==> config.mk <==
export PLATFORM = sky130hd
export DESIGN_NAME = vle_length_prefixed_decoder_unit
export DESIGN_NICKNAME = d
export VERILOG_FILES = /design/src/design/vle_pkg.sv /design/src/design/vle_core.sv /design/src/design/vle_length_prefixed_decoder_unit.sv
export SDC_FILE = /design/constraint.sdc
export NUM_CORES = 1
export LEC_CHECK = 0
export BUFFER_PORTS_ARGS = -buffer_cell sky130_fd_sc_hd__buf_2
export CAP_MARGIN = 30
export CORE_AREA = 2 2 149 151
export CTS_BUF_LIST = sky130_fd_sc_hd__clkbuf_2 sky130_fd_sc_hd__clkbuf_4 sky130_fd_sc_hd__clkbuf_8
export DETAILED_ROUTE_END_ITERATION = 6
export DIE_AREA = 0 0 151 153
export GPL_TIMING_DRIVEN = 1
export REMOVE_ABC_BUFFERS = 1
export SLEW_MARGIN = 5
export SYNTH_ARGS = -nofsm -noshare
export SYNTH_HDL_FRONTEND = slang
export SYNTH_HIERARCHICAL = 1
export SYNTH_SLANG_ARGS = --single-unit
==> constraint.sdc <==
create_clock -name clk -period 6.75 [get_ports clk]
set_clock_uncertainty 0.2 [all_clocks]
set_input_delay 0.3375 -clock clk [delete_from_list [all_inputs] [get_ports clk]]
set_output_delay 0.3375 -clock clk [all_outputs]
set_load 0.02 [all_outputs]
==> src/design/vle_pkg.sv <==
// Shared types and constants for the variable-length integer decoder.
`timescale 1ns / 1ps
`default_nettype none

package vle_pkg;

  localparam int unsigned ByteW  = 8;
  localparam int unsigned GroupW = 7;
  localparam int unsigned ValueW = 64;
  localparam int unsigned LenW   = 32;
  localparam int unsigned ShiftW = 7;

  localparam logic [ByteW-1:0] GroupMask = 8'h7f;

  localparam logic [1:0] KIND_INT     = 2'd0;
  localparam logic [1:0] KIND_HEADER  = 2'd1;
  localparam logic [1:0] KIND_PAYLOAD = 2'd2;

  typedef struct packed {
    logic [1:0]        kind;
    logic [ValueW-1:0] value;
    logic              last;
    logic              overflow;
  } result_t;

endpackage

`default_nettype wire

==> src/design/vle_core.sv <==
// Decode state and per-byte update logic for the variable-length integer decoder.
`timescale 1ns / 1ps
`default_nettype none

module vle_core
  import vle_pkg::*;
(
  input  wire logic             clk,
  input  wire logic             rst,
  input  wire logic             fire,
  input  wire logic [ByteW-1:0] byte_in,
  input  wire logic             mode,
  output logic                  emit,
  output result_t               res
);

  logic [ValueW-1:0] accumulator;
  logic [ValueW-1:0] accumulator_next;
  logic [ShiftW-1:0] shift_position;
  logic [ShiftW-1:0] shift_position_next;
  logic              in_payload;
  logic              in_payload_next;
  logic [LenW-1:0]   bytes_remaining;
  logic [LenW-1:0]   bytes_remaining_next;
  logic              dropped_bits;
  logic              dropped_bits_next;

  logic [GroupW-1:0]        group;
  logic [ValueW+GroupW-1:0] shifted;
  logic [ValueW-1:0]        acc_sum;
  logic                     drop_sum;
  logic                     fin;

  assign group   = byte_in[GroupW-1:0] & GroupMask[GroupW-1:0];
  assign shifted = {{ValueW{1'b0}}, group} << shift_position[5:0];
  assign fin     = (bytes_remaining <= LenW'(1));

  always_comb begin
    accumulator_next     = accumulator;
    shift_position_next  = shift_position;
    in_payload_next      = in_payload;
    bytes_remaining_next = bytes_remaining;
    dropped_bits_next    = dropped_bits;
    acc_sum              = accumulator;
    drop_sum             = dropped_bits;
    emit                 = 1'b0;
    res.kind             = KIND_INT;
    res.value            = '0;
    res.last             = 1'b0;
    res.overflow         = 1'b0;

    if (in_payload) begin
      emit                 = 1'b1;
      res.kind             = KIND_PAYLOAD;
      res.value            = {{(ValueW-ByteW){1'b0}}, byte_in};
      res.last             = fin;
      bytes_remaining_next = fin ? '0 : bytes_remaining - LenW'(1);
      in_payload_next      = !fin;
    end else begin
      if (shift_position < ShiftW'(ValueW)) begin
        acc_sum             = accumulator | shifted[ValueW-1:0];
        drop_sum            = dropped_bits | (|shifted[ValueW+GroupW-1:ValueW]);
        shift_position_next = shift_position + ShiftW'(GroupW);
      end else begin
        drop_sum = dropped_bits | (|group);
      end
      accumulator_next  = acc_sum;
      dropped_bits_next = drop_sum;

      if (!byte_in[ByteW-1]) begin
        emit = 1'b1;
        if (!mode) begin
          res.kind     = KIND_INT;
          res.value    = acc_sum;
          res.last     = 1'b1;
          res.overflow = drop_sum;
        end else begin
          res.kind     = KIND_HEADER;
          res.value    = {{(ValueW-LenW){1'b0}}, acc_sum[LenW-1:0]};
          res.last     = (acc_sum[LenW-1:0] == '0);
          res.overflow = drop_sum | (|acc_sum[ValueW-1:LenW]);
          if (acc_sum[LenW-1:0] != '0) begin
            in_payload_next      = 1'b1;
            bytes_remaining_next = acc_sum[LenW-1:0];
          end
        end
        accumulator_next    = '0;
        shift_position_next = '0;
        dropped_bits_next   = 1'b0;
      end
    end
  end

  always_ff @(posedge clk) begin
    if (rst) begin
      accumulator     <= '0;
      shift_position  <= '0;
      in_payload      <= 1'b0;
      bytes_remaining <= '0;
      dropped_bits    <= 1'b0;
    end else if (fire) begin
      accumulator     <= accumulator_next;
      shift_position  <= shift_position_next;
      in_payload      <= in_payload_next;
      bytes_remaining <= bytes_remaining_next;
      dropped_bits    <= dropped_bits_next;
    end
  end

  // A payload in progress always has at least one byte left to pass.
  assert property (@(posedge clk) disable iff (rst)
    in_payload |-> (bytes_remaining != '0))
    else $error("payload active with zero bytes remaining");

  // The shift stops one group past the top of the accumulator.
  assert property (@(posedge clk) disable iff (rst)
    shift_position <= ShiftW'(ValueW + GroupW - 1))
    else $error("shift position ran past its limit");

  // Payload bytes never report overflow.
  assert property (@(posedge clk) disable iff (rst)
    (emit && res.kind == KIND_PAYLOAD) |-> !res.overflow)
    else $error("payload result flagged overflow");

  // Passing the final payload byte returns the decoder to reading a length.
  assert property (@(posedge clk) disable iff (rst)
    (fire && in_payload && bytes_remaining == LenW'(1)) |=> !in_payload)
    else $error("payload did not end after its final byte");

endmodule

`default_nettype wire

==> src/design/vle_length_prefixed_decoder_unit.sv <==
// Top level of the variable-length integer and length-prefixed array decoder.
`timescale 1ns / 1ps
`default_nettype none

// Decodes a stream of LEB128-style wire bytes, one byte per transaction. In integer
// mode each finished varint is delivered as one result; in array mode it is delivered
// as a length header and the following bytes pass through as payload results, the
// final one marked last. The decoder sustains one byte per clock cycle while the output
// is not stalled: every byte needs only a mask, a shift and an OR on the accumulator,
// done between the input register and the result register. Continuation bytes produce
// no result. The array_mode register is written through its own valid/ready port,
// which is always ready, and is sampled when a varint finishes.
module vle_length_prefixed_decoder_unit
  import vle_pkg::*;
(
  input  wire logic              clk,
  input  wire logic              rst,
  input  wire logic              cfg_valid,
  output logic                   cfg_ready,
  input  wire logic              array_mode,
  input  wire logic              in_valid,
  output logic                   in_stall,
  input  wire logic [ByteW-1:0]  wire_byte,
  output logic                   out_valid,
  input  wire logic              out_stall,
  output logic [1:0]             kind,
  output logic [ValueW-1:0]      value,
  output logic                   last,
  output logic                   overflow
);

  logic             mode;
  logic             in_full;
  logic [ByteW-1:0] in_byte;
  logic             fire;
  logic             emit;
  result_t          res;
  result_t          out_res;

  assign cfg_ready = 1'b1;
  assign fire      = in_full && (!out_valid || !out_stall);
  assign in_stall  = in_full && !fire;

  always_ff @(posedge clk) begin
    if (rst) begin
      mode <= 1'b0;
    end else if (cfg_valid && cfg_ready) begin
      mode <= array_mode;
    end
  end

  always_ff @(posedge clk) begin
    if (rst) begin
      in_full <= 1'b0;
    end else if (!in_stall) begin
      in_full <= in_valid;
    end
    if (in_valid && !in_stall) begin
      in_byte <= wire_byte;
    end
  end

  vle_core u_core (
    .clk     (clk),
    .rst     (rst),
    .fire    (fire),
    .byte_in (in_byte),
    .mode    (mode),
    .emit    (emit),
    .res     (res)
  );

  always_ff @(posedge clk) begin
    if (rst) begin
      out_valid <= 1'b0;
    end else if (fire && emit) begin
      out_valid <= 1'b1;
    end else if (!out_stall) begin
      out_valid <= 1'b0;
    end
    if (fire && emit) begin
      out_res <= res;
    end
  end

  assign kind     = out_res.kind;
  assign value    = out_res.value;
  assign last     = out_res.last;
  assign overflow = out_res.overflow;

endmodule

`default_nettype wire
Word-level counts from Yosys, hierarchy flattened
Cells that the tools add are included.
- register bits after elaboration: 184
- word-level logic and storage cells: 75
- output and inout port bits: 71
- bits of input ports: 14
- bitwise gates (word level): 5
- $add $sub $neg: 2
- equal/unequal tests: 3
- muxes and demuxes: 24
- shift operators: 1
- reduce and logical (&&, ||, !) cells: 22
- magnitude comparators: 2
- operators by type and width (kind ; count):
    $mux W64 ; 3
    $mux W32 ; 5
    $shl A7 B6 Y71 ; 1
    $mux W67 ; 1
    $or A64 B64 Y64 ; 1
    $le A32 B1 Y1 const B ; 1
    $logic_not A32 Y1 ; 1
    $reduce_bool A32 Y1 ; 1
    $reduce_or A32 Y1 ; 1
    $sub A32 B1 Y32 const B ; 1
    $mux W7 ; 2
    $reduce_or A7 Y1 ; 2
    $mux W1 ; 11
    $mux W10 ; 1
    $mux W9 ; 1
    $add A7 B3 Y7 const B ; 1
    $lt A7 B7 Y1 const B ; 1
    $ne A2 B1 Y1 const B ; 3
    $logic_not A1 Y1 ; 5
    $logic_and A1 B1 Y1 ; 4
    $reduce_and A4 Y1 ; 1
    $reduce_bool A2 Y1 ; 2
    $or A1 B1 Y1 ; 3
    $reduce_and A3 Y1 ; 1
    other kinds (5) ; 5

Depth between registers and ports, before layout
Gate-level depths: netlist (run 1).
- depth after elaboration: 9
- mapped depth: 14
- mapped depth without buffers: 10

Modules after synthesis
The synthesis (run 1) kept the hierarchy.
- by module, submodules not included (module ; times used ; sequential area each (um^2) ; area each (um^2) ; cells an instance):
    vle_core ; 1 ; 2102.0 ; 6650.1 ; 928
    vle_length_prefixed_decoder_unit ; 1 ; 2342.2 ; 2421.1 ; 93

Least setup slack after synthesis (run 1)
No wires, ideal clock.
- path kind: flip-flop to flip-flop
- start: reg in_byte[7]
- end: reg out_res (netlist bit kind[0]) (enable)
- setup time: 0.517 ns
- cell stages (with the launch flop): 4
- path slack: 2.073 ns
- buffers on the path: 0
- arrival time: 3.961 ns
- period minus slack after synthesis: 4.677 ns
- data required time: 6.033 ns
- cells stage by stage: edfxtp_1 > nand2b_1 > nand2_1 > a21oi_1
- word-level cells in the longest chain between the ends: 3
- ends and longest elaborated chain (element ; RTL line ; text):
    start: declaration ; vle_length_prefixed_decoder_unit.sv:34 ; logic [ByteW-1:0] in_byte;
    start signal: assignment ; vle_length_prefixed_decoder_unit.sv:59 ; in_byte <= wire_byte;
    $mux W1 ; vle_core.sv:70 ; if (!byte_in[ByteW-1]) begin
    $mux W1 ; vle_core.sv:52 ; if (in_payload) begin
    via emit ; vle_length_prefixed_decoder_unit.sv:36 ; logic emit;
    $logic_and A1 B1 Y1 ; vle_length_prefixed_decoder_unit.sv:81 ; if (fire && emit) begin
    end signal: assignment ; vle_length_prefixed_decoder_unit.sv:82 ; out_res <= res;
    end: declaration ; vle_length_prefixed_decoder_unit.sv:38 ; result_t out_res;
The timed path passes the listed nets, and every way through them passes these cells.
A chain may end at the register's enable or synchronous reset.

Worst setup path in the final report (run 1)
- start: reg u_core.shift_position[1]
- end: reg u_core.bytes_remaining[6]
- word-level cells in the longest chain between the ends: 8
- elaborated cells between the ends (all ways): 12
- those cells by class: order compare: 1; shift: 1; mux: 6; bitwise: 1; reduce/logical: 3
- ends and longest elaborated chain (element ; RTL line ; text):
    start: declaration ; vle_core.sv:19 ; logic [ShiftW-1:0] shift_position;
    start signal: assignment ; vle_core.sv:103 ; shift_position <= shift_position_next;
    $shl A7 B6 Y71 ; vle_core.sv:35 ; assign shifted = {{ValueW{1'b0}}, group} << shift_position[5:0];
    $or A64 B64 Y64 ; vle_core.sv:61 ; acc_sum = accumulator | shifted[ValueW-1:0];
    $mux W64 (*) ; vle_core.sv:60 ; if (shift_position < ShiftW'(ValueW)) begin
    $mux W64 (*) ; vle_core.sv:52 ;
    branches (longest 4 deep; another with $reduce_bool A32 Y1) ; - ;
    end signal: assignment ; vle_core.sv:105 ; bytes_remaining <= bytes_remaining_next;
    end: declaration ; vle_core.sv:23 ; logic [LenW-1:0] bytes_remaining;
Every way passes the cells marked *. The select of a mux whose other input is x is not followed.

==> impl_metrics.py, run 1 <==
metrics = {
    "clocking": {
        "cts_buffers": 17,
        "clockRootBuffer": "clkbuf_8",
        "clock_sinks": 184,
        "path_clk_slew_ns": 0.12,
        "ctsResizeCount": 0,
        "hold_buffers": 13,
        "clkLatencyLatePin_ns": 0.48,
        "cts.repair_timing.setup_buffer_count": 0,
        "cts_buffer_depth": 2,
        "h-tree-depth": 4,
        "cts_tree": "done",
    },
    "global_route": {
        "grt_usage_pct": 24.16,
        "grt_pass1_vias": 7444,
        "antenna_found_initial": 1,
        "grt_max_degree": 71,
        "grt_overflow": 0,
        "grt_pass1_wl_um": 42960,
    },
    "cells_and_area": {
        "fin_area_mm2": 0.01020,
        "layout_common_cells": "189 x nor2_1, 138 x a21oi_1, 108 x dfxtp_1, 83 x buf_2, 76 x edfxtp_1",
        "final_common_cell": "nor2_1",
        "n_fill_cell": 2117,
        "n_antenna_cell": 0,
        "layout-drive-gt1-share_pct": 16.06,
        "final_nets": 1094,
        "area_growth_syn_to_layout_pct": 12.50,
    },
    "setup_path": {
        "path_buf_inv": 1,
        "worstRegToRegCells": 9,
        "arrival_ns": 4.69,
        "worstPathRequired_ns": 6.88,
        "crit_path_end_kind": "flop",
        "startpoint_type": "flop",
        "regToRegStartpoint": "u_core/shift_position[1]",
        "cp_max_fo": 23,
        "cpPeakStageDelay_ns": 0.68,
        "cpMaxStageDelayCell": "a21o_1",
        "worstSetupPathType": "reg -> reg",
        "r2r-end": "u_core/bytes_remaining[6]",
        "crit_chain": "buf_4 > mux2i_1 > o22ai_1 > a221o_1 > a21oi_1 > nand4_1 > o21ai_2 > a21o_1 > o32ai_1",
        "cpLargestDelayFamily": "compound AO/OA/AOI/OAI gates",
        "r2r_slack_ns": 2.20,
    },
    "detailed_routing": {
        "ant_nets": 0,
        "dr.first_iter.drc_count": 884,
        "remaining_drc_errors": 0,
        "num_vias": 8051,
        "wire_per_inst_um": 20.38,
        "wirelength_um": 27930,
        "firstDrtPassIters": 5,
        "vias_per_cell": 5.877,
    },
    "synth": {
        "yosysTopAreaCellShare_pct": 25.16,
        "yosys.area.top_type": "edfxtp_1",
        "synthDistinctLibCells": 80,
        "synth-main-ff-cell": "dfxtp_1",
        "syn_inst": 1021,
        "netlist_area_mm2": 0.009071,
        "ys_ff_latch": 184,
        "synth_edf_count": 76,
        "yosys-top-cells-area": "edfxtp_1 25%, dfxtp_1 24%, nor2_1 7.8%",
        "ys_seq_area_share_pct": 48.99,
        "yosysWarnings": 6,
        "synth.avg_cell_area_um2": 8.885,
        "synth-async-reset-ratio_pct": 0,
    },
    "timing": {
        "fin_crit_sh_pct": 67.48,
        "worst_pin_slew_ns": 0.9986,
        "final_max_slew_viol_count": 0,
        "fmax_ghz": 0.2196,
        "hold_viol": 0,
        "worst_hold_slack_ns": 0.1673,
        "finalSetupTns_ns": 0,
        "timing.final.crit_period_ns": 4.555,
        "slew_headroom_pct": 32.92,
        "finalSetupViolations": 0,
        "rsz0062_at_grt": "false",
    },
    "floorplan": {
        "start_util_pct": 42.22,
        "die_h_um": 153,
        "num_rows": 54,
        "die_x_um": 151,
        "dieArea_mm2": 0.02310,
        "core_mm2": 0.02149,
        "io_pins": 85,
    },
    "hold_path": {
        "hp-class": "in -> reg",
        "min_from": "rst",
        "worstHoldEndpoint": "mode",
        "worstHoldPathCells": 2,
    },
    "power_and_ir_drop": {
        "ir_drop_uv": 115.7,
        "powerDensity_mw_per_mm2": 232.9,
        "power.static_leakage_nw": 3.660,
    },
    "outcome": {
        "status": "finished, final reports clean",
    },
    "place": {
        "port_buffers": 83,
        "post_dp_cell_area_mm2": 0.009634,
        "post-dp-hpwl_um": 18910,
        "place_congestion": 0.9167,
    },
    "flow_run": {
        "drv_cap": 0,
    },
}
==> area by class of cell <==
type                    count  area [µm²]  share of cell area [%]
inverters                  32       120.1                   1.177
well taps                 280       350.3                   3.433
flip-flops and latches    184        4444                   43.55
repair buffers            116       723.2                   7.087
clock buffers              17       234.0                   2.293
clock inverters            15       191.4                   1.876
multi-input cells         726        4141                   40.58
==> flip-flops by register name (all words and copies together) (netlist names) <==
signal                  flops
u_core/bytes_remaining     32
in_full                     1
u_core/accumulator         64
out_valid                   1
u_core/dropped_bits         1
mode                        1
value                      64
in_byte                     8
u_core/in_payload           1
overflow                    1
u_core/shift_position       7
last                        1
kind                        2
==> Yosys cell counts, types with 4 or more instances <==
library cell and number:
o22ai_1 16, nand4_1 9, and2_1 11, o32a_1 5, a21oi_1 139, nor4_1 13, a32o_1 4, a22oi_1 6
nor2_1 189, nand2b_1 9, o22a_1 6, nor2b_1 8, nor3_1 45, nand3b_1 5, and3_1 4, or3_1 6
o21ai_0 21, o31ai_1 4, nand3_1 11, a31oi_1 21, o31a_1 4, dfxtp_1 108, nand2_1 63, a211oi_1 14
clkbuf_1 45, or3b_2 4, mux2i_1 8, buf_4 10, inv_1 30, a21oi_2 4, buf_6 5, o2bb2ai_1 9
mux2_2 4, o21a_1 4, xnor2_1 7, o32ai_1 14, or2_2 5, edfxtp_1 76, buf_2 17
==> cells by family (layout without fill, tap and decap cells) <==
kind of cell	after synthesis	in the layout	share of synthesized area (%)
simple gates	392	392	19.79
compound gates	306	306	22.04
flops	184	184	48.99
buf+inv	111	180	5.655
mux	16	16	2.290
xor+xnor	8	8	0.7724
fa+ha+maj	3	3	0.4138
other cells	1	1	0.04134
==> report_power, final <==
group | switching, mW | internal [mW]
clock network | 0.488 | 0.292
registers | 0.0237 | 1.18
logic | 0.268 | 0.121
total | 0.780 | 1.60
==> per-stage QoR <==
stage	std cells	setup slack [ns]	total power, mW	util (%)
global placement	1323	2.302	1.606	44.71
floorplan	942	1.355	1.477	-
detailed placement	1324	2.329	1.608	44.84
finish	1370	2.195	2.377	47.50
global route	1370	2.034	2.472	47.50
CTS	1369	2.303	2.387	47.43
==> worst register-to-register path: stages, from the launching register on <==
cell and delay, ns:
dfxtp_1 0.60, buf_4 0.36, mux2i_1 0.39, o22ai_1 0.15, a221o_1 0.54, a21oi_1 0.51
nand4_1 0.22, o21ai_2 0.56, a21o_1 0.68, o32ai_1 0.20
==> metal layers <==
layer	vias to the layer above	GRT usage (%)	wire (µm)
met5	-	0	0
met4	0	7.788	613
met3	40	3.612	1860
met2	324	38.03	12880
met1	3850	34.16	12580
li1	3837	-	-
==> worst max path at each step <==
stage,startpoint,to,cells past startpoint
4_1_cts,u_core/shift_position[3],u_core/bytes_remaining[6],7
3_3_place_gp,u_core/shift_position[3],u_core/bytes_remaining[6],7
3_5_place_dp,u_core/shift_position[1],u_core/bytes_remaining[6],9
6_report,u_core/shift_position[1],u_core/bytes_remaining[6],9
2_1_floorplan,u_core/in_payload,kind[0],3
5_1_grt,u_core/shift_position[1],u_core/bytes_remaining[20],9
No activity file was read; power rests on OpenSTA's default activity.
==> inputs of run 2 (changes only) <==
==> constraint.sdc (replaced) <==
create_clock -name clk -period 3.8 [get_ports clk]
set_clock_uncertainty 0.2 [all_clocks]
set_input_delay 0.19 -clock clk [delete_from_list [all_inputs] [get_ports clk]]
set_output_delay 0.19 -clock clk [all_outputs]
set_load 0.02 [all_outputs]
==> run 2 against run 1 <==
  * Die area unchanged
  * Worst setup slack worse by 2.0 ns
  * Flip-flop and latch count unchanged
  * Critical path depth unchanged
==> impl_metrics.py, run 2 (synthesis gave the netlist of run 1 again) <==
metrics = {
    "detailed_routing": {
        "num_vias": 8279,
        "firstDrtPassIters": 5,
        "wire_per_inst_um": 20.38,
        "dr.first_iter.drc_count": 796,
        "wirelength_um": 28770,
        "remaining_drc_errors": 0,
        "vias_per_cell": 5.863,
        "ant_nets": 0,
    },
    "clocking": {
        "path_clk_slew_ns": 0.11,
        "cts_tree": "done",
        "clock_sinks": 184,
        "clockRootBuffer": "clkbuf_8",
        "clkLatencyLatePin_ns": 0.48,
        "cts_buffers": 17,
        "cts_buffer_depth": 2,
        "cts.repair_timing.setup_buffer_count": 0,
        "h-tree-depth": 4,
    },
    "cells_and_area": {
        "area_growth_syn_to_layout_pct": 16.10,
        "final_common_cell": "nor2_1",
        "layout_common_cells": "189 x nor2_1, 138 x a21oi_1, 108 x dfxtp_1, 84 x buf_2, 76 x edfxtp_1",
        "final_nets": 1136,
        "layout-drive-gt1-share_pct": 19.26,
        "n_antenna_cell": 0,
    },
    "global_route": {
        "grt_overflow": 0,
        "grt_max_degree": 69,
        "grt_usage_pct": 24.81,
        "grt_pass1_wl_um": 44110,
        "antenna_found_initial": 0,
        "grt_pass1_vias": 7629,
    },
    "timing": {
        "hold_viol": 0,
        "rsz0062_at_grt": "false",
        "final_max_slew_viol_count": 0,
        "worst_pin_slew_ns": 0.8693,
        "slew_headroom_pct": 41.60,
        "fin_crit_sh_pct": 95.30,
        "timing.final.crit_period_ns": 3.621,
        "finalSetupTns_ns": 0,
        "fmax_ghz": 0.2761,
        "finalSetupViolations": 0,
    },
    "floorplan": {
        "die_h_um": 153,
        "dieArea_mm2": 0.02310,
        "num_rows": 54,
        "start_util_pct": 42.22,
        "die_x_um": 151,
        "core_mm2": 0.02149,
        "io_pins": 85,
    },
    "setup_path": {
        "worstSetupPathType": "reg -> reg",
        "startpoint_type": "flop",
        "cp_max_fo": 12,
        "crit_path_end_kind": "flop",
        "arrival_ns": 3.81,
        "worstPathRequired_ns": 3.99,
    },
    "power_and_ir_drop": {
        "finalPower_mw": 4.243,
        "power.static_leakage_nw": 3.862,
        "ir_drop_uv": 196.0,
        "powerDensity_mw_per_mm2": 402.9,
    },
    "place": {
        "port_buffers": 83,
        "post-dp-hpwl_um": 20310,
        "place_congestion": 0.9471,
    },
    "flow_run": {
        "drv_cap": 0,
    },
    "hold_path": {
        "hp-class": "in -> reg",
    },
    "outcome": {
        "status": "finished, final reports clean",
    },
}
[run 2: area by class of cell]
| cell class | count | area [µm²] |
|---|---|---|
| Multi-Input combinational cell | 726 | 4148 |
| Clock inverter | 14 | 181.4 |
| Clock buffer | 18 | 241.5 |
| Timing Repair Buffer | 158 | 1046 |
| Tap cell | 280 | 350.3 |
| Inverter | 32 | 120.1 |
| Sequential cell | 184 | 4444 |
| Fill cell | 2118 | 10950 |
[run 2: metrics by stage]
stage / instances / hold slack, ns / area [µm²] / util, % / setup slack (ns)
detailed placement: 1367 / 0.1697 / 9972 / 46.41 / 0.2715
CTS: 1412 / 0.009223 / 10530 / 48.99 / 0.1808
finish: 1412 / 0.02965 / 10530 / 49.02 / 0.1787
floorplan: 942 / 0.05244 / 8678 / - / -1.595
global placement: 1366 / 0.1748 / 9967 / 46.39 / 0.2276
global route: 1412 / 0.01960 / 10530 / 49.02 / 0.03309
[run 2: power breakdown]
part / total (mW) / internal, mW / switching (mW) / leakage [nW]
sequential: 2.14 / 2.10 / 0.0402 / 1.59
clock: 1.37 / 0.568 / 0.801 / 0.212
combinational: 0.730 / 0.240 / 0.490 / 2.06
[run 2: path summary, 6_finish.rpt]
| path | depth (start not counted) | start | end | slack, ns |
|---|---|---|---|---|
| worst max-delay path | 9 | in_byte[5] | u_core/bytes_remaining[26] | 0.18 |
| worst min register to register | 2 | u_core/bytes_remaining[19] | u_core/bytes_remaining[19] | 0.27 |
| worst max register to register | 9 | in_byte[5] | u_core/bytes_remaining[26] | 0.18 |
| worst min-delay path | 2 | rst | mode | 0.03 |
[run 2: critical path, cell delays in order, from the launching register on]
cell and delay (ns):
edfxtp_1 0.60, mux2i_1 0.49, nand2_1 0.22, a32o_1 0.45, o31ai_1 0.28, nand4_1 0.25, a22oi_2 0.41, buf_4 0.26
a22oi_1 0.10, o32ai_1 0.26
[run 2: timing repair]
item                                    CTS  global route
endpoints found under the hold margin    19             0
endpoints found under the setup margin    0             1
hold buffers                             13             0
resized for setup                         0             1
[run 2: per-layer routing]
layer / vias to the layer above / wire (µm) / track usage (%)
met2: 346 / 13170 / 38.55
met3: 57 / 1729 / 3.612
met4: 0 / 816 / 9.123
li1: 3912 / - / -
met1: 3964 / 13060 / 35.08
met5: - / 0 / 0
